--- config.mk ---
export PLATFORM = sky130hd
export DESIGN_NAME = ffsa_datapath
export DESIGN_NICKNAME = d
export VERILOG_FILES = /design/src/rtl/ffsa_pkg.sv /design/src/rtl/ffsa_ram.sv /design/src/rtl/ffsa_datapath.sv
export SDC_FILE = /design/constraint.sdc
export NUM_CORES = 2
export LEC_CHECK = 0
export BUFFER_PORTS_ARGS = -buffer_cell sky130_fd_sc_hd__clkbuf_2
export CAP_MARGIN = 0
export CORE_MARGIN = 2
export CORE_UTILIZATION = 50
export CTS_BUF_LIST = sky130_fd_sc_hd__clkbuf_8
export CTS_CLUSTER_DIAMETER = 120
export DETAILED_ROUTE_END_ITERATION = 6
export PLACE_DENSITY = 0.65
export SKIP_LAST_GASP = 1
export SLEW_MARGIN = 20
export SYNTH_ARGS = -nofsm -noshare
export SYNTH_HDL_FRONTEND = slang
export SYNTH_HIERARCHICAL = 1
export SYNTH_MEMORY_MAX_BITS = 65536
export SYNTH_SLANG_ARGS = --single-unit
export TNS_END_PERCENT = 5
--- constraint.sdc ---
create_clock -name clk -period 8.9 [get_ports clk]
set_input_delay 2.67 -clock clk [delete_from_list [all_inputs] [get_ports clk]]
set_output_delay 2.67 -clock clk [all_outputs]
set_load 0.01 [all_outputs]
--- src/rtl/ffsa_pkg.sv ---
`timescale 1ns / 1ps
`default_nettype none
package ffsa_pkg;

	localparam logic [2:0] ST_OK         = 3'd0;
	localparam logic [2:0] ST_IGNORED    = 3'd1;
	localparam logic [2:0] ST_NO_MEMORY  = 3'd2;
	localparam logic [2:0] ST_MISMATCH   = 3'd3;
	localparam logic [2:0] ST_NOT_FOUND  = 3'd4;
	localparam logic [2:0] ST_TABLE_FULL = 3'd5;

	localparam logic OP_ALLOCATE   = 1'b0;
	localparam logic OP_DEALLOCATE = 1'b1;

	localparam logic CFG_SEGMENT_BASE = 1'b0;
	localparam logic CFG_SEGMENT_SIZE = 1'b1;

	typedef struct packed {
		logic        free;
		logic [31:0] len;
		logic [31:0] start;
	} entry_t;

	typedef enum logic [4:0] {
		DP_NONE,
		DP_LOAD,
		DP_INIT,
		DP_RD_IDX,
		DP_CAP_CUR,
		DP_NEXT,
		DP_OPEN_SET,
		DP_RD_K,
		DP_MOVE_UP,
		DP_RD_K1,
		DP_MOVE_DN,
		DP_CNT_DEC,
		DP_SPLIT_A,
		DP_SPLIT_B,
		DP_TAKE,
		DP_RD_NEXT,
		DP_RD_PREV,
		DP_CAP_NB,
		DP_MERGE_NEXT,
		DP_WR_PREV,
		DP_WR_CUR_FREE,
		DP_DONE_ST,
		DP_PUBLISH
	} dp_op_t;

	typedef struct packed {
		dp_op_t     op;
		logic [2:0] st;
	} dp_cmd_t;

	typedef struct packed {
		logic init_pend;
		logic operation;
		logic size_zero;
		logic addr_zero;
		logic idx_last;
		logic idx_zero;
		logic fit;
		logic len_eq;
		logic full;
		logic match;
		logic nb_free;
		logic k_eq_idx;
		logic k1_lt_cnt;
	} dp_stat_t;

endpackage
`default_nettype wire

--- src/rtl/ffsa_ram.sv ---
`timescale 1ns / 1ps
`default_nettype none
module ffsa_ram #(
	parameter int WIDTH = 65,
	parameter int DEPTH = 64
) (
	input  wire logic                     clk,
	input  wire logic                     we,
	input  wire logic [$clog2(DEPTH)-1:0] waddr,
	input  wire logic [WIDTH-1:0]         wdata,
	input  wire logic [$clog2(DEPTH)-1:0] raddr,
	output logic      [WIDTH-1:0]         rdata
);
	logic [WIDTH-1:0] mem_q [DEPTH];

	always_ff @(posedge clk) begin
		if (we) begin
			mem_q[waddr] <= wdata;
		end
		rdata <= mem_q[raddr];
	end
endmodule
`default_nettype wire

--- src/rtl/ffsa_datapath.sv ---
`timescale 1ns / 1ps
`default_nettype none
module ffsa_datapath import ffsa_pkg::*; #(
	parameter int MAX_BLOCKS = 64
) (
	input  wire logic     clk,
	input  wire logic     arst_n,
	input  wire logic     cfg_we,
	input  wire logic     cfg_index,
	input  wire logic [31:0] cfg_wdata,
	input  wire logic     in_operation,
	input  wire logic [31:0] in_request_size,
	input  wire logic [31:0] in_block_address,
	input  wire dp_cmd_t  cmd,
	output dp_stat_t      stat,
	output logic [31:0]   out_result_address,
	output logic [2:0]    out_status
);
	localparam int IW = (MAX_BLOCKS > 1) ? $clog2(MAX_BLOCKS) : 1;
	localparam int CW = $clog2(MAX_BLOCKS + 1);
	localparam logic [CW-1:0] CNT_MAX = CW'(MAX_BLOCKS);

	logic [31:0]   base_q, size_cfg_q;
	logic          init_q;
	logic          op_q;
	logic [31:0]   size_q, addr_q;
	logic [CW-1:0] idx_q, k_q, count_q;
	entry_t        cur_q, nb_q;
	logic [31:0]   res_addr_q;
	logic [2:0]    res_st_q;

	logic          we;
	logic [IW-1:0] waddr, raddr;
	entry_t        wdata, rdata;
	logic [CW-1:0] idx_p1, idx_m1, k_p1, k_m1;

	assign idx_p1 = idx_q + CW'(1);
	assign idx_m1 = idx_q - CW'(1);
	assign k_p1   = k_q + CW'(1);
	assign k_m1   = k_q - CW'(1);

	ffsa_ram #(.WIDTH($bits(entry_t)), .DEPTH(MAX_BLOCKS)) u_ram (
		.clk   (clk),
		.we    (we),
		.waddr (waddr),
		.wdata (wdata),
		.raddr (raddr),
		.rdata (rdata)
	);

	always_comb begin
		we    = 1'b0;
		waddr = idx_q[IW-1:0];
		wdata = cur_q;
		raddr = idx_q[IW-1:0];
		case (cmd.op)
			DP_INIT: begin
				we    = 1'b1;
				waddr = '0;
				wdata = '{free: 1'b1, len: size_cfg_q, start: base_q};
			end
			DP_RD_K:    raddr = k_q[IW-1:0];
			DP_RD_K1:   raddr = k_p1[IW-1:0];
			DP_RD_NEXT: raddr = idx_p1[IW-1:0];
			DP_RD_PREV: raddr = idx_m1[IW-1:0];
			DP_MOVE_UP: begin
				we    = 1'b1;
				waddr = k_p1[IW-1:0];
				wdata = rdata;
			end
			DP_MOVE_DN: begin
				we    = 1'b1;
				waddr = k_q[IW-1:0];
				wdata = rdata;
			end
			DP_SPLIT_A: begin
				we    = 1'b1;
				wdata = '{free: 1'b0, len: size_q, start: cur_q.start};
			end
			DP_SPLIT_B: begin
				we    = 1'b1;
				waddr = idx_p1[IW-1:0];
				wdata = '{free: 1'b1, len: cur_q.len - size_q, start: cur_q.start + size_q};
			end
			DP_TAKE: begin
				we    = 1'b1;
				wdata = '{free: 1'b0, len: cur_q.len, start: cur_q.start};
			end
			DP_WR_PREV: begin
				we    = 1'b1;
				waddr = idx_m1[IW-1:0];
				wdata = '{free: 1'b1, len: nb_q.len + cur_q.len, start: nb_q.start};
			end
			DP_WR_CUR_FREE: begin
				we    = 1'b1;
				wdata = '{free: 1'b1, len: cur_q.len, start: cur_q.start};
			end
			default: ;
		endcase
	end

	always_ff @(posedge clk or negedge arst_n) begin
		if (!arst_n) begin
			base_q     <= '0;
			size_cfg_q <= '0;
			init_q     <= 1'b1;
			count_q    <= CW'(1);
		end else begin
			if (cfg_we) begin
				if (cfg_index == CFG_SEGMENT_BASE) begin
					base_q <= cfg_wdata;
				end else begin
					size_cfg_q <= cfg_wdata;
				end
				init_q <= 1'b1;
			end
			case (cmd.op)
				DP_INIT: begin
					init_q  <= 1'b0;
					count_q <= CW'(1);
				end
				DP_CNT_DEC: count_q <= count_q - CW'(1);
				DP_SPLIT_B: count_q <= count_q + CW'(1);
				default: ;
			endcase
		end
	end

	always_ff @(posedge clk) begin
		case (cmd.op)
			DP_LOAD: begin
				op_q   <= in_operation;
				size_q <= in_request_size;
				addr_q <= in_block_address;
				idx_q  <= '0;
			end
			DP_CAP_CUR:  cur_q <= rdata;
			DP_CAP_NB:   nb_q <= rdata;
			DP_NEXT:     idx_q <= idx_p1;
			DP_OPEN_SET: k_q <= count_q - CW'(1);
			DP_MOVE_UP:  k_q <= k_m1;
			DP_MOVE_DN:  k_q <= k_p1;
			DP_SPLIT_A: begin
				res_addr_q <= cur_q.start;
				res_st_q   <= ST_OK;
			end
			DP_TAKE: begin
				res_addr_q <= cur_q.start;
				res_st_q   <= ST_OK;
			end
			DP_MERGE_NEXT: begin
				cur_q.len <= cur_q.len + nb_q.len;
				k_q       <= idx_p1;
			end
			DP_WR_PREV: k_q <= idx_q;
			DP_DONE_ST: begin
				res_addr_q <= '0;
				res_st_q   <= cmd.st;
			end
			DP_PUBLISH: begin
				out_result_address <= res_addr_q;
				out_status         <= res_st_q;
			end
			default: ;
		endcase
	end

	always_comb begin
		stat.init_pend = init_q;
		stat.operation = op_q;
		stat.size_zero = (size_q == '0);
		stat.addr_zero = (addr_q == '0);
		stat.idx_last  = (idx_p1 >= count_q);
		stat.idx_zero  = (idx_q == '0);
		stat.fit       = cur_q.free && (cur_q.len >= size_q);
		stat.len_eq    = (cur_q.len == size_q);
		stat.full      = (count_q >= CNT_MAX);
		stat.match     = (cur_q.start == addr_q);
		stat.nb_free   = nb_q.free;
		stat.k_eq_idx  = (k_q == idx_q);
		stat.k1_lt_cnt = (k_p1 < count_q);
	end
endmodule
`default_nettype wire

==> summary.md <==
| Metric | Value |
|---|---|
| Critical path type | flip-flop to primary output |
| Power Dens Cells | 221 nW/um2 |
| Post-route DRC | 6 |
| Crit path DAT | 4.91 ns |
| Post-CTS Setup Bufs | 0 |
| Worst r2r src | size_q[0] |
| Yosys top cell area share | 74.4% |
| Post-CTS Resized | 0 |
| Vias per inst | 6.59 |
| Hold Buf Count CTS | 0 |
| H-Tree Depth | 6 |
| Number of setup violations in the final report | 0 |
| Hold path endpoint | out_result_address[8] |
| GR Util All Layers | 29.3% |
| Max Cap Violations | 0 |
| Synth Register Bits | 4576 |
| Largest family of logic cells by synthesized area | multiplexers |
| RD Place Congestion | 0.929 |
| Xor/xnor cell area share of the yosys netlist | 0.665% |
| Hold slack | 0.408 ns |
| R2R setup slack | 3.44 ns |
| Critical Path Most Common Cell | o31a_1 |
| Total gr overflow | 0 |
| Synth Area in Adders | 0.830% |
| Global-route wire length before repair | 741000 um |
| Clock root buffer | clkbuf_8 |
| Io pins | 157 |
| Failing checks | DRC |
| RSZ-0062 raised after global routing | false |
| Total Power | 0.0448 W |
| DR iter-0 viols | 16.0k |
| Tightest Pin Transition | 1.18 ns |
| First-pass DRT Iterations | 7 |
| Num CTS Buffers | 714 |
| Initial Util | 50.3% |
| Crit path capture type | primary output |
| Area of the die | 363000 um2 |
| CTS max path bufs | 4 |
| Sequential share of the synthesized area | 76.1% |
| Number of synthesized flops with an enable pin | 4439 |
| Number of slew-limit violations in the final report | 0 |
| Vias in the first global route | 95.5k |
| Peak Freq | 0.132 GHz |
| VDD IR max | 0.000156 V |
| Fin. Hold Viols | 0 |
| Critical path, cell by cell | ha_1 -> fa_1 -> nor2b_1 -> o31a_1 -> o31ai_1 -> a31oi_1 -> o31a_1 -> o41ai_2 -> o21ai_0 -> nand2_1 -> a21oi_1 -> clkbuf_2 |
| Final worst-path cycle share | 85.2% |
| Reg-to-reg endpoint | u_ram/mem_q[51][30] |
| Synth area leader | edfxtp_1 |
| Die extent in y | 603 um |
| Synthesized-area fraction occupied by and/or/nand/nor cells | 2.20% |
| Complex-gate fraction of the synthesized area | 4.63% |
| Critical path launch point type | flip-flop |
| Family with the most delay on the worst path | compound AO/OA/AOI/OAI gates |
| Largest net degree at the start of global routing | 106 |
| Latest clock arrival within the worst-skew pair | 1.26 ns |
| Ranking of synthesized cells by area | edfxtp_1 74%, mux4_2 13%, a22oi_1 1.2%, dfrtp_1 0.98%, ha_1 0.80% |
| Min-delay src | res_addr_q[8] |
| Mean Syn Cell Area | 21.0 um2 |
| Core area | 356000 um2 |
| Via count | 96.6k |
| Clock Sinks | 4576 |
| Synthesized area | 179000 um2 |
| Hold crit path type | flip-flop to flip-flop |
| Worst-path clk slew | 0.06 ns |
| Area Growth Syn to Fin | 13.3% |
| CTS tree | yes |
| Status | finished, violations left |
| Fillers | 26.2k |
| Leakage power | 65.7 nW |
| # nets final | 9542 |
| Slowest cell on crit path | edfxtp_1 |
| Worst-path fanout max | 4 |
| Initial antenna violation count | 39 |
| Post-Syn Instances | 8513 |
| Die width | 603 um |
| Critical Path RT | 6.23 ns |
| Relative slew margins | 21.0% |
| Dpl hpwl | 314000 um |
| Fraction of layout cells with a size suffix above 1 | 27.7% |
| Antenna Nets Post-Route | 0 |
| Port Buffers | 156 |
| Bufs and invs on worst path | 1 |
| Ys async rst share | 1.57% |
| Worst Hold Depth | 0 |
| Reg2reg path depth | 13 |
| WL per Instance | 36.6 um |
| Net Count, Synth | 8739 |
| Drt total wl | 536000 um |
| Distinct cells, synth | 91 |
| Largest stage delay, worst path | 0.70 ns |
| Mux cell area share after synthesis | 14.1% |
| Worst clock skew | 0.0795 ns |
| Yosys warnings | 6 |
| Row count | 219 |
| Min Tclk post-route | 7.58 ns |
| Dominant synthesized flop cell | edfxtp_1 |
==> area by class of cell <==
cell class                 instances  area (um2)  area share [%]
timing repair buffer             553        5430            2.67
clock buffer                     751       10300            5.09
tap                             4751        5940            2.93
sequential                      4576      136000            67.2
antenna                            6        15.0         0.00739
inverter                          74         278           0.137
clock inverter                   547        3170            1.56
multi-input combinational       3397       41500            20.4
==> layout by cell type, fill, tap and decap left out, types with 140 or more instances in the layout <==
cell type	count
nand2_1	158
nand3_1	141
mux4_2	1040
nor2_1	140
clkinv_1	144
buf_4	266
a22oi_1	281
clkbuf_2	155
inv_1	342
edfxtp_1	4439
clkbuf_8	751
==> how the worst max path moves through the flow <==
stage	start	end	slack (ns)	cells past startpoint
2_1_floorplan	cmd[7]	u_ram/mem_q[49][0]	-0.95	11
3_3_place_gp	cmd[7]	u_ram/mem_q[28][64]	0.93	13
3_5_place_dp	cmd[7]	u_ram/mem_q[23][38]	0.94	11
4_1_cts	size_q[2]	stat[6]	1.38	12
5_1_grt	size_q[0]	stat[6]	1.21	12
6_report	size_q[0]	stat[6]	1.32	12
==> worst register-to-register path, delay by kind of cell, from the launching register on <==
family,cells,cell delay (ns)
AND/OR/NAND/NOR,2,0.57
AO/OA/AOI/OAI,7,2.43
adder cells (fa/ha/maj),2,0.70
buffers and inverters,2,0.71
flip-flops,1,0.70
==> sequential cells by signal, indices dropped and copies added, names as in the netlist, 64 cells and up <==
| name | flops |
|---|---|
| u_ram/rdata | 65 |
| u_ram/mem_q | 4160 |
| nb_q | 64 |
| cur_q | 65 |
==> metrics by stage <==
step	utilization, %	instance area (um2)	setup slack (ns)	cells	setup TNS, ns
after floorplan	-	179000	-0.951	8513	-120.83
after global placement	53.2	189000	0.926	13300	0
after detailed placement	53.2	189000	0.936	13300	0
after CTS	57.0	203000	1.38	14600	0
after global routing	57.0	203000	1.21	14700	0
final	57.0	203000	1.32	14700	0
==> power breakdown <==
part           switching (W)  leakage [nW]  total, W  internal, W
clock network        0.00832          7.86    0.0169      0.00853
registers           0.000366          41.4    0.0245       0.0241
logic                0.00221          16.4   0.00347      0.00126
==> synth_stat cells, types with 108 or more instances <==
master / count
a21oi_1: 111
a22oi_1: 281
buf_2: 186
clkbuf_1: 190
edfxtp_1: 4439
ha_1: 114
mux2i_1: 108
mux4_2: 1040
nand2_1: 164
nand3_1: 152
nor2_1: 211
o22ai_1: 137
==> kinds of logic (layout without fill, tap and decap cells) <==
kind of cell	after synthesis	in the layout
DFF	4576	4576
buffers and inverters	540	1925
muxes	1220	1220
adders and majority gates	117	117
and+or+nand+nor	803	803
other	0	6
xor gates and xnor gates	136	136
AOI/OAI and AO/OA	1121	1121
==> routing by layer <==
layer | track usage (%) | share of wire (%) | wire length, um | vias up
met1 | 40.8 | 37 | 197000 | 51100
li1 | - | - | - | 37800
met2 | 45.1 | 46 | 248000 | 6602
met3 | 6.97 | 12 | 66800 | 1001
met4 | 11.5 | 4.3 | 23100 | 8
met5 | 0 | 0.011 | 61 | -
No activity file was read; power rests on OpenSTA's default activity.
