===== src/rtl/ffsa_pkg.sv =====
`timescale 1ns / 1ps
`default_nettype none
package ffsa_pkg;

	localparam logic [2:0] ST_OK         = 3'd0;
	localparam logic [2:0] ST_IGNORED    = 3'd1;
	localparam logic [2:0] ST_NO_MEMORY  = 3'd2;
	localparam logic [2:0] ST_MISMATCH   = 3'd3;
	localparam logic [2:0] ST_NOT_FOUND  = 3'd4;
	localparam logic [2:0] ST_TABLE_FULL = 3'd5;

	localparam logic OP_ALLOCATE   = 1'b0;
	localparam logic OP_DEALLOCATE = 1'b1;

	localparam logic CFG_SEGMENT_BASE = 1'b0;
	localparam logic CFG_SEGMENT_SIZE = 1'b1;

	typedef struct packed {
		logic        free;
		logic [31:0] len;
		logic [31:0] start;
	} entry_t;

	typedef enum logic [4:0] {
		DP_NONE,
		DP_LOAD,
		DP_INIT,
		DP_RD_IDX,
		DP_CAP_CUR,
		DP_NEXT,
		DP_OPEN_SET,
		DP_RD_K,
		DP_MOVE_UP,
		DP_RD_K1,
		DP_MOVE_DN,
		DP_CNT_DEC,
		DP_SPLIT_A,
		DP_SPLIT_B,
		DP_TAKE,
		DP_RD_NEXT,
		DP_RD_PREV,
		DP_CAP_NB,
		DP_MERGE_NEXT,
		DP_WR_PREV,
		DP_WR_CUR_FREE,
		DP_DONE_ST,
		DP_PUBLISH
	} dp_op_t;

	typedef struct packed {
		dp_op_t     op;
		logic [2:0] st;
	} dp_cmd_t;

	typedef struct packed {
		logic init_pend;
		logic operation;
		logic size_zero;
		logic addr_zero;
		logic idx_last;
		logic idx_zero;
		logic fit;
		logic len_eq;
		logic full;
		logic match;
		logic nb_free;
		logic k_eq_idx;
		logic k1_lt_cnt;
	} dp_stat_t;

endpackage
`default_nettype wire


===== src/rtl/ffsa_ctrl.sv =====
`timescale 1ns / 1ps
`default_nettype none
module ffsa_ctrl import ffsa_pkg::*; (
	input  wire logic     clk,
	input  wire logic     arst_n,
	input  wire logic     in_valid,
	output logic          in_ready,
	output logic          out_valid,
	input  wire logic     out_ready,
	input  wire dp_stat_t stat,
	output dp_cmd_t       cmd
);
	typedef enum logic [4:0] {
		S_IDLE, S_START, S_SC_RD, S_SC_CAP, S_SC_EVAL,
		S_OPN_RD, S_OPN_MV, S_SPL_A, S_SPL_B,
		S_NX_CAP, S_NX_EVAL, S_RM_CHK, S_RM_MV,
		S_PV_CHK, S_PV_CAP, S_PV_EVAL, S_DONE_OK, S_FIN
	} state_t;

	state_t state_q, state_d, ret_q, ret_d;
	logic   publish;

	assign in_ready = (state_q == S_IDLE);
	assign publish  = (state_q == S_FIN) && (!out_valid || out_ready);

	always_comb begin
		state_d = state_q;
		ret_d   = ret_q;
		cmd.op  = DP_NONE;
		cmd.st  = ST_OK;
		case (state_q)
			S_IDLE: begin
				if (in_valid) begin
					cmd.op  = DP_LOAD;
					state_d = S_START;
				end
			end
			S_START: begin
				if (stat.init_pend) begin
					cmd.op = DP_INIT;
				end else if ((stat.operation == OP_ALLOCATE && stat.size_zero) ||
						(stat.operation == OP_DEALLOCATE && stat.addr_zero)) begin
					cmd.op  = DP_DONE_ST;
					cmd.st  = ST_IGNORED;
					state_d = S_FIN;
				end else begin
					state_d = S_SC_RD;
				end
			end
			S_SC_RD: begin
				cmd.op  = DP_RD_IDX;
				state_d = S_SC_CAP;
			end
			S_SC_CAP: begin
				cmd.op  = DP_CAP_CUR;
				state_d = S_SC_EVAL;
			end
			S_SC_EVAL: begin
				if (stat.operation == OP_ALLOCATE) begin
					if (stat.fit) begin
						if (stat.len_eq) begin
							cmd.op  = DP_TAKE;
							state_d = S_FIN;
						end else if (stat.full) begin
							cmd.op  = DP_DONE_ST;
							cmd.st  = ST_TABLE_FULL;
							state_d = S_FIN;
						end else begin
							cmd.op  = DP_OPEN_SET;
							state_d = S_OPN_RD;
						end
					end else if (stat.idx_last) begin
						cmd.op  = DP_DONE_ST;
						cmd.st  = ST_NO_MEMORY;
						state_d = S_FIN;
					end else begin
						cmd.op  = DP_NEXT;
						state_d = S_SC_RD;
					end
				end else begin
					if (stat.match) begin
						if (!stat.len_eq) begin
							cmd.op  = DP_DONE_ST;
							cmd.st  = ST_MISMATCH;
							state_d = S_FIN;
						end else if (stat.idx_last) begin
							state_d = S_PV_CHK;
						end else begin
							cmd.op  = DP_RD_NEXT;
							state_d = S_NX_CAP;
						end
					end else if (stat.idx_last) begin
						cmd.op  = DP_DONE_ST;
						cmd.st  = ST_NOT_FOUND;
						state_d = S_FIN;
					end else begin
						cmd.op  = DP_NEXT;
						state_d = S_SC_RD;
					end
				end
			end
			S_OPN_RD: begin
				cmd.op  = DP_RD_K;
				state_d = S_OPN_MV;
			end
			S_OPN_MV: begin
				cmd.op  = DP_MOVE_UP;
				state_d = stat.k_eq_idx ? S_SPL_A : S_OPN_RD;
			end
			S_SPL_A: begin
				cmd.op  = DP_SPLIT_A;
				state_d = S_SPL_B;
			end
			S_SPL_B: begin
				cmd.op  = DP_SPLIT_B;
				state_d = S_FIN;
			end
			S_NX_CAP: begin
				cmd.op  = DP_CAP_NB;
				state_d = S_NX_EVAL;
			end
			S_NX_EVAL: begin
				if (stat.nb_free) begin
					cmd.op  = DP_MERGE_NEXT;
					ret_d   = S_PV_CHK;
					state_d = S_RM_CHK;
				end else begin
					state_d = S_PV_CHK;
				end
			end
			S_RM_CHK: begin
				if (stat.k1_lt_cnt) begin
					cmd.op  = DP_RD_K1;
					state_d = S_RM_MV;
				end else begin
					cmd.op  = DP_CNT_DEC;
					state_d = ret_q;
				end
			end
			S_RM_MV: begin
				cmd.op  = DP_MOVE_DN;
				state_d = S_RM_CHK;
			end
			S_PV_CHK: begin
				if (stat.idx_zero) begin
					cmd.op  = DP_WR_CUR_FREE;
					state_d = S_DONE_OK;
				end else begin
					cmd.op  = DP_RD_PREV;
					state_d = S_PV_CAP;
				end
			end
			S_PV_CAP: begin
				cmd.op  = DP_CAP_NB;
				state_d = S_PV_EVAL;
			end
			S_PV_EVAL: begin
				if (stat.nb_free) begin
					cmd.op  = DP_WR_PREV;
					ret_d   = S_DONE_OK;
					state_d = S_RM_CHK;
				end else begin
					cmd.op  = DP_WR_CUR_FREE;
					state_d = S_DONE_OK;
				end
			end
			S_DONE_OK: begin
				cmd.op  = DP_DONE_ST;
				cmd.st  = ST_OK;
				state_d = S_FIN;
			end
			S_FIN: begin
				if (publish) begin
					cmd.op  = DP_PUBLISH;
					state_d = S_IDLE;
				end
			end
			default: state_d = S_IDLE;
		endcase
	end

	always_ff @(posedge clk or negedge arst_n) begin
		if (!arst_n) begin
			state_q   <= S_IDLE;
			ret_q     <= S_IDLE;
			out_valid <= 1'b0;
		end else begin
			state_q <= state_d;
			ret_q   <= ret_d;
			if (publish) begin
				out_valid <= 1'b1;
			end else if (out_ready) begin
				out_valid <= 1'b0;
			end
		end
	end
endmodule
`default_nettype wire


===== config.mk =====
export PLATFORM = sky130hd
export DESIGN_NAME = ffsa_ctrl
export DESIGN_NICKNAME = d
export VERILOG_FILES = /design/src/rtl/ffsa_pkg.sv /design/src/rtl/ffsa_ctrl.sv
export SDC_FILE = /design/constraint.sdc
export NUM_CORES = 1
export LEC_CHECK = 0
export BUFFER_PORTS_ARGS = -buffer_cell sky130_fd_sc_hd__buf_4
export CORE_UTILIZATION = 30
export CTS_CLUSTER_SIZE = 12
export DETAILED_ROUTE_END_ITERATION = 10
export GPL_TIMING_DRIVEN = 0
export PLACE_DENSITY = 0.51
export SLEW_MARGIN = 20
export SYNTH_ARGS = -nofsm -noshare
export SYNTH_HDL_FRONTEND = slang
export SYNTH_SLANG_ARGS = --single-unit
export TNS_END_PERCENT = 30

===== constraint.sdc =====
create_clock -name clk -period 2.4 [get_ports clk]
set_input_delay 0.24 -clock clk [delete_from_list [all_inputs] [get_ports clk]]
set_output_delay 0.24 -clock clk [all_outputs]
set_load 0.05 [all_outputs]

==> results.cfg, run 1 <==
[global_route]
grt_max_degree = 11
grt_antenna_before_repair = 0
grt-ovfl-total = 0
grt_pass1_vias = 1321
grt_pass1_wl_mm = 6.45
gr-usage-all-layers = 0.205

[synth]
synth_fp_nets = 181
synth-edff-count = 0
synth.area.top_cells = dfrtp_1 18%, nand2b_1 6.7%, nor2_1 5.7%, o21ai_0 5.4%, a21oi_1 4.9%
yosysMostFrequentCell = nor2_1
synth_cell_types = 51
synth_top_area_frac = 0.180
syn_inst = 164
mappedNetlistArea_sq_um = 1110
yosysWarnings = 0
ys_seq_area_frac = 0.180
postSynth.asyncResetShare = 1.00
synth.largest_area_cell = dfrtp_1
postSynthAreaPerCell_sq_um = 6.80
synth_seq_cells = 8
synthFlopType = dfrtp_1
synth_common_cells = 17 x nor2_1, 12 x nand2b_1, 12 x o21ai_0

[setup_path]
cp.buffers_inverters = 2
path_cells = buf_6, and2_1, and3_1, o21ai_1, a21o_1, or4b_1, buf_4
cpPeakStageDelay_ns = 0.46
cp_top_family = simple AND/OR/NAND/NOR gates
worstPathMaxFanout = 10
worstPathRequired_ns = 2.16
cp-end-kind = primary output
cp-start-kind = flop
crit_type = flop to primary output
arrival_ns = 2.16
critical-path-slowest-cell = or4b_1

[clocking]
cts_tree = done
clk_pin_slew_ns = 0.04
clockBufferDepth = 2
clock_sinks = 8
clock_latency_ns = 0.23
htreeDepth = 1
cts_buffers = 3
cts_setup_buffers = 0
root_buffer = clkbuf_8

[timing]
fmax_mhz = 417
tightest_slew_ns = 0.541
skew_ns = 0.00277
setup_viol = 0
worst_slack_ns = 0.000817
rsz0062_at_grt = true
hold_ws_ns = 0.289
hold_violations = 0
timing.final.crit_period_ns = 2.40
fin_crit_sh = 1.00
finalMaxSlewViolations = 0
relSlewSlack = 0.637

[run]
maxCapViolCount = 0

[floorplan]
core_area_sq_um = 3440
num_rows = 21
die_area_sq_um = 3960
initial_core_util = 0.324
die_h_um = 63.0
ios = 27
die_w_um = 63.0

[power]
leakage_nw = 0.594
p_per_area_nw_per_um2 = 1180
switching_share = 0.552
intPower_mw = 0.767
p_clk_frac = 0.093
switching_power_mw = 0.945
comb_power_share = 0.788
ir_worst_vdd_mv = 0.683
power_frac_seq = 0.119

[min_path]
hp-class = input pin to flop

[detailed_routing]
drt_iter0_drc = 91
postRouteAntennaNets = 0
wl_mm = 3.81
num_vias = 1396
drc_errors = 0
via_per_inst = 5.84
wl_per_cell_um = 15.9
dr.pass1.iters = 4

[cells_and_area]
final_area_sq_um = 1460
antenna_cells = 0
drive_above_1_share = 0.244
final_nets = 212
num-fill-cells = 384
area_delta_synth_final_pct = 30.6

[placement]
gp_congestion = 0.921
place_area_sq_um = 1370
hpwl_mm = 3.05
place_ws_ns = 0.141
portBuffers = 25

[run_status]
status = finished, final reports clean
[worst min-delay path, cell delays in order]
cell     delay [ns]
buf_4          0.09
nand2_1        0.08
nand3_1        0.07
[sequential cells by signal (all words and copies together), names as in the netlist]
register   flops
state_q        5
ret_q          2
out_valid      1
[kinds of logic after synthesis]
logic type / Yosys count / synth area share
xor+xnor: 2 / 0.0157
mux: 3 / 0.0292
buf+inv: 19 / 0.0842
flops: 8 / 0.180
compound gates: 53 / 0.309
simple gates: 79 / 0.383
[layer usage]
layer  GRT usage  part of all wire
met5           0                 0
met4      0.0581            0.0081
met3      0.0237             0.071
met2       0.341              0.48
met1       0.274              0.44
[cell usage in the layout (no fill, tap or decap), types with 5 or more instances in the layout]
cell | netlist | routed
dfrtp_1 | 8 | 8
nand2b_1 | 12 | 12
nor3_1 | 9 | 8
nand3_1 | 5 | 5
nor2_1 | 17 | 17
a31oi_1 | 6 | 6
buf_4 | 0 | 23
o21ai_0 | 12 | 11
nand2_1 | 9 | 9
a21oi_1 | 11 | 11
nor2b_1 | 5 | 5
[repair_timing]
item / CTS / global route
hold buffers: 1 / 0
setup endpoints to repair: 2 / 4
pin swaps: 1 / 0
endpoints found under the hold margin: 8 / 0
resized for setup: 5 / 7
[power by group through the flow]
stage | logic, mW | clock network (mW) | registers (mW)
2_1_floorplan | 0.935 | 0 | 0.214
3_3_place_gp | 1.29 | 0 | 0.201
3_5_place_dp | 1.29 | 0 | 0.204
4_1_cts | 1.32 | 0.164 | 0.203
5_1_grt | 1.45 | 0.171 | 0.207
6_report | 1.35 | 0.159 | 0.203
[area by class of cell]
cell class,instances,area [sq um],share of cell area
plain buffers,14,78.8,0.0541
clock buffers,3,41.3,0.0284
inverters,5,18.8,0.0129
multi-input cells,137,855,0.587
flip-flops and latches,8,200,0.137
well taps,46,57.6,0.0395
repair buffers,26,205,0.141
[through the flow]
step	instances	TNS [ns]	power (mW)	utilization
floorplan	164	-0.162	1.15	-
global placement	235	0	1.49	0.397
detailed placement	235	0	1.49	0.397
CTS	239	0	1.69	0.417
global route	239	-0.171	1.83	0.423
finish	239	0	1.71	0.423
[worst paths after layout]
kind	startpoint	endpoint	cells after the start	slack, ns
min in group asynchronous	arst_n	state_q[2]	2	0.38
min reg2reg	ret_q[4]	ret_q[4]	2	0.54
max	state_q[0]	cmd[4]	7	0.0008
max in group asynchronous	arst_n	state_q[4]	2	1.89
max reg2reg	state_q[0]	state_q[4]	7	0.53
min	stat[12]	state_q[0]	3	0.29
Power figures use the tool's default switching activity.
==> run 2: changes to the inputs <==
--- a/config.mk
+++ b/config.mk
@@ -6,11 +6,12 @@
 export NUM_CORES = 1
 export LEC_CHECK = 0
 export BUFFER_PORTS_ARGS = -buffer_cell sky130_fd_sc_hd__buf_4
-export CORE_UTILIZATION = 30
+export CORE_UTILIZATION = 53
 export CTS_CLUSTER_SIZE = 12
 export DETAILED_ROUTE_END_ITERATION = 10
 export GPL_TIMING_DRIVEN = 0
-export PLACE_DENSITY = 0.51
+export HOLD_SLACK_MARGIN = 0.08
+export PLACE_DENSITY = 0.8
 export SLEW_MARGIN = 20
 export SYNTH_ARGS = -nofsm -noshare
 export SYNTH_HDL_FRONTEND = slang
==> run 2 against run 1 <==
Effect of this change: clock-buffer cell count did not move; first-iteration DRC count is 6.6% lower; non-clock buffer count unchanged; setup slack better by 0.044 ns; register-to-register slack got worse by 0.04 ns; cell count is 7.9% lower; combinational power about the same; clock skew up 0.0045 ns; critical path type unchanged; highest routed layer unchanged.
==> results.cfg, run 2 (synthesis gave the netlist of run 1 again) <==
[timing]
timing.final.crit_period_ns = 2.35
setup_viol = 0
fin_crit_sh = 0.981
hold_violations = 0
fmax_mhz = 425
relSlewSlack = 0.679
tightest_slew_ns = 0.481
worst_slack_ns = 0.0453
skew_ns = 0.00727
finalMaxSlewViolations = 0

[setup_path]
arrival_ns = 2.11
r2r-start = state_q[0]
cp-end-kind = primary output
cp-start-kind = flop
r2r_setup_slack_ns = 0.49
crit_type = flop to primary output
worstPathMaxFanout = 10
worstPathRequired_ns = 2.16
setup.worst_path.start = state_q[0]

[detailed_routing]
num_vias = 1476
wl_per_cell_um = 17.0
postRouteAntennaNets = 0
drt_iter0_drc = 85
wl_mm = 3.75
drc_errors = 0
via_per_inst = 6.71
dr.pass1.iters = 5

[floorplan]
die_h_um = 47.9
ios = 27
die_w_um = 47.9
die_area_sq_um = 2290
initial_core_util = 0.568
core_area_sq_um = 1960
num_rows = 16

[cells_and_area]
top_regs = state_q: 5 flops, ret_q: 2 flops, out_valid: 1 flops
final_area_sq_um = 1420
drive_above_1_share = 0.269
final_common_cell = buf_4
num-fill-cells = 191
top_register = state_q
seqCellArea_sq_um = 200
area_delta_synth_final_pct = 27.3
antenna_cells = 0
final_nets = 212
final_cell_mix = 24 x buf_4, 17 x nor2_1, 12 x nand2b_1
multi_input_area_sq_um = 858
largest_reg_flops = 5

[clocking]
clock_latency_ns = 0.26
cts_buffers = 3
clockBufferDepth = 2
cts_tree = done
clk_pin_slew_ns = 0.06
root_buffer = clkbuf_4
htreeDepth = 1
clock_sinks = 8

[power]
leakage_nw = 0.590
p_per_area_nw_per_um2 = 1190
power_frac_seq = 0.121
switching_share = 0.567
intPower_mw = 0.732
comb_power_share = 0.817
p_clk_frac = 0.062
total_power_mw = 1.69
ir_worst_vdd_mv = 0.713
switching_power_mw = 0.958

[placement]
place_area_sq_um = 1340
gp_congestion = 0.908
hpwl_mm = 2.79
portBuffers = 25
place_ws_ns = 0.173

[run]
maxCapViolCount = 0

[global_route]
grt_pass1_wl_mm = 5.27
grt_pass1_vias = 1184
grt_antenna_before_repair = 0
gr-usage-all-layers = 0.338
grt-ovfl-total = 0
grt_max_degree = 11

[min_path]
hp-class = input pin to flop
min_from = stat[12]

[run_status]
status = finished, final reports clean
[run 2: stage by stage]
step	hold WS, ns	TNS (ns)	cells	utilization
2_1_floorplan	-0.0556	-0.162	164	-
3_3_place_gp	0.0569	0	216	0.684
3_5_place_dp	0.0628	0	216	0.684
4_1_cts	0.260	0	219	0.704
5_1_grt	0.294	-0.00333	220	0.723
6_report	0.267	0	220	0.723
[run 2: power by group through the flow]
stage                     Clock, mW  Sequential, mW  Combinational, mW
after floorplan                   0           0.214              0.935
after global placement            0           0.199               1.27
after detailed placement          0           0.203               1.27
after CTS                     0.105           0.201               1.30
after global routing          0.116           0.208               1.45
final                         0.105           0.204               1.38
[run 2: timing repair]
action                                  4_1_cts  5_1_grt
hold buffers                                  1        0
endpoints found under the hold margin         8        0
gates resized for setup                       4       11
setup buffers                                 0        1
endpoints found under the setup margin        2        5
pin swaps                                     0        2
[run 2: per-layer routing]
layer	routed length (um)	vias up	GRT usage
met2	1830	124	0.557
met4	70	0	0.111
met1	1430	671	0.439
met3	422	17	0.0717
met5	0	-	0
li1	-	664	-
[run 2: layout make-up]
cell class / instances / area share
clock buffer: 3 / 0.0159
tap: 27 / 0.0238
sequential: 8 / 0.141
multi-input combinational: 137 / 0.605
inverter: 5 / 0.0132
buffer: 13 / 0.0511
timing repair buffer: 27 / 0.150
[run 2: final timing paths]
| kind | endpoint | depth (start not counted) |
|---|---|---|
| worst max-delay path | cmd[4] | 7 |
| worst min-delay path | state_q[0] | 3 |
| worst max register to register | state_q[4] | 7 |
| worst min register to register | ret_q[4] | 2 |
| max in group asynchronous | out_valid | 2 |
| min in group asynchronous | state_q[3] | 2 |
[run 2: worst max-delay path: stages, from the launching register on]
cell     delay (ns)
dfrtp_1        0.39
buf_6          0.14
and2_4         0.15
and3_1         0.19
o21ai_2        0.15
a21o_1         0.18
or4b_4         0.48
buf_6          0.17
==> run 3: changes to the inputs <==
--- a/config.mk
+++ b/config.mk
@@ -11,6 +11,7 @@
 export DETAILED_ROUTE_END_ITERATION = 10
 export GPL_TIMING_DRIVEN = 0
 export HOLD_SLACK_MARGIN = 0.08
+export MAX_ROUTING_LAYER = met4
 export PLACE_DENSITY = 0.8
 export SLEW_MARGIN = 20
 export SYNTH_ARGS = -nofsm -noshare
==> constraint.sdc (replaced) <==
create_clock -name clk -period 2.7 [get_ports clk]
set_input_delay 0.675 -clock clk [delete_from_list [all_inputs] [get_ports clk]]
set_output_delay 0.675 -clock clk [all_outputs]
set_load 0.05 [all_outputs]
==> run 3 against run 2 <==
Effect of this change: the flow now finishes with violations (negative setup slack); largest cell class unchanged; hold slack worse by 0.033 ns; combinational power about the same; critical path type unchanged; utilization is 7.5 points higher; die area unchanged; sequential share of layout area down 1.2 points.
==> results.cfg, run 3 (synthesis gave the netlist of run 1 again) <==
[run_status]
status = complete, but fails checks
violations = negative setup slack

[setup_path]
r2r_setup_slack_ns = 0.74
worstPathMaxFanout = 9
cp-end-kind = primary output
crit_type = flop to primary output
cp-start-kind = flop
reg2reg_depth = 5
r2r-start = state_q[4]
worstReg2RegEnd = state_q[1]
worstPathRequired_ns = 2.03
arrival_ns = 2.04

[run]
maxCapViolCount = 0

[placement]
place_ws_ns = -0.333
portBuffers = 25
place_area_sq_um = 1360
hpwl_mm = 2.65
dp_cells = 216
gp_congestion = 1.01

[power]
switching_share = 0.543
intPower_mw = 0.762
p_per_area_nw_per_um2 = 1070
comb_power_share = 0.836
ir_worst_vdd_mv = 0.840
p_clk_frac = 0.051
leakage_nw = 0.652
power_frac_seq = 0.113
switching_power_mw = 0.906

[detailed_routing]
num_vias = 1478
wl_mm = 3.92
postRouteAntennaNets = 0
dr.pass1.iters = 4
drc_errors = 0
drt_iter0_drc = 102
via_per_inst = 6.57
wl_per_cell_um = 17.4

[clocking]
htreeDepth = 1
clock_sinks = 8
clock_latency_ns = 0.24
clk_pin_slew_ns = 0.05
cts_buffers = 3
cts_tree = done
root_buffer = clkbuf_4
ctsHoldBuffers = 0
clockBufferDepth = 2

[timing]
skew_ns = 0.000205
rsz0062_at_grt = true
hold_violations = 0
fmax_mhz = 369
setup_viol = 1
relSlewSlack = 0.669
timing.final.crit_period_ns = 2.71
finalMaxSlewViolations = 0
worst_slack_ns = -0.0122
tightest_slew_ns = 0.497
fin_crit_sh = 1.00

[min_path]
hp-class = input pin to async pin

[cells_and_area]
antenna_cells = 0
largest_reg_flops = 5
final_util = 0.798
final_cell_mix = 28 x buf_4, 17 x nor2_1, 12 x nand2b_1
top_register = state_q
area_delta_synth_final_pct = 40.4
drive_above_1_share = 0.359
final_nets = 217
final_area_sq_um = 1570
layoutNonFillerInstCount = 225
top_regs = state_q: 5 flops, ret_q: 2 flops, out_valid: 1 flops
final_common_cell = buf_4

[global_route]
grt_max_degree = 11
grt_pass1_wl_mm = 5.29
grt-ovfl-total = 0
grt_antenna_before_repair = 0
gr-usage-all-layers = 0.345
grt_pass1_vias = 1172

[floorplan]
die_h_um = 47.9
ios = 27
die_area_sq_um = 2290
initial_core_util = 0.568
num_rows = 16
die_w_um = 47.9
core_area_sq_um = 1960
run 3: cell type report:
cell class | instances | area, sq um
well taps | 27 | 33.8
inverters | 5 | 21.3
fillers | 146 | 397
repair buffers | 32 | 263
flip-flops and latches | 8 | 201
plain buffers | 13 | 101
clock buffers | 3 | 22.5
multi-input cells | 137 | 922
run 3: through the flow:
stage | setup TNS, ns | hold WS [ns] | power [mW]
finish | -0.0122 | 0.235 | 1.67
global route | -0.134 | 0.233 | 1.76
CTS | -0.172 | 0.221 | 1.48
detailed placement | -0.769 | 0.495 | 1.34
global placement | -0.613 | 0.493 | 1.33
floorplan | -0.0869 | 0.379 | 1.05
run 3: repair_timing:
item	4_1_cts	5_1_grt
pin swaps	2	8
buffers inserted	0	7
resized for setup	13	36
endpoints found under the setup margin	6	6
run 3: per-layer routing:
metal	global-route usage	up-vias	routed length (um)
met3	0.0868	19	412
met4	0.172	0	124
met2	0.519	107	1900
met1	0.425	678	1490
met5	-	-	0
li1	-	674	-
run 3: worst max-delay path, stage by stage, from the launching register on:
cell     delay, ns
dfrtp_1       0.36
buf_6         0.14
and2_4        0.16
and3_4        0.18
o21ai_2       0.14
a21o_1        0.17
or4b_4        0.47
buf_8         0.17
run 3: power by group through the flow:
stage                     Clock [mW]  Combinational, mW  Sequential, mW
after floorplan                    0              0.860           0.190
after global placement             0               1.15           0.177
after detailed placement           0               1.16           0.178
after CTS                     0.0924               1.21           0.177
after global routing          0.0936               1.47           0.190
final                         0.0852               1.39           0.188
run 3: how the worst max path moves through the flow:
stage | startpoint | end | cells past startpoint
6_report | state_q[0] | cmd[4] | 7
5_1_grt | state_q[0] | cmd[4] | 7
4_1_cts | stat[11] | cmd[7] | 7
3_5_place_dp | stat[11] | cmd[7] | 7
3_3_place_gp | stat[11] | cmd[7] | 7
2_1_floorplan | state_q[0] | cmd[0] | 6
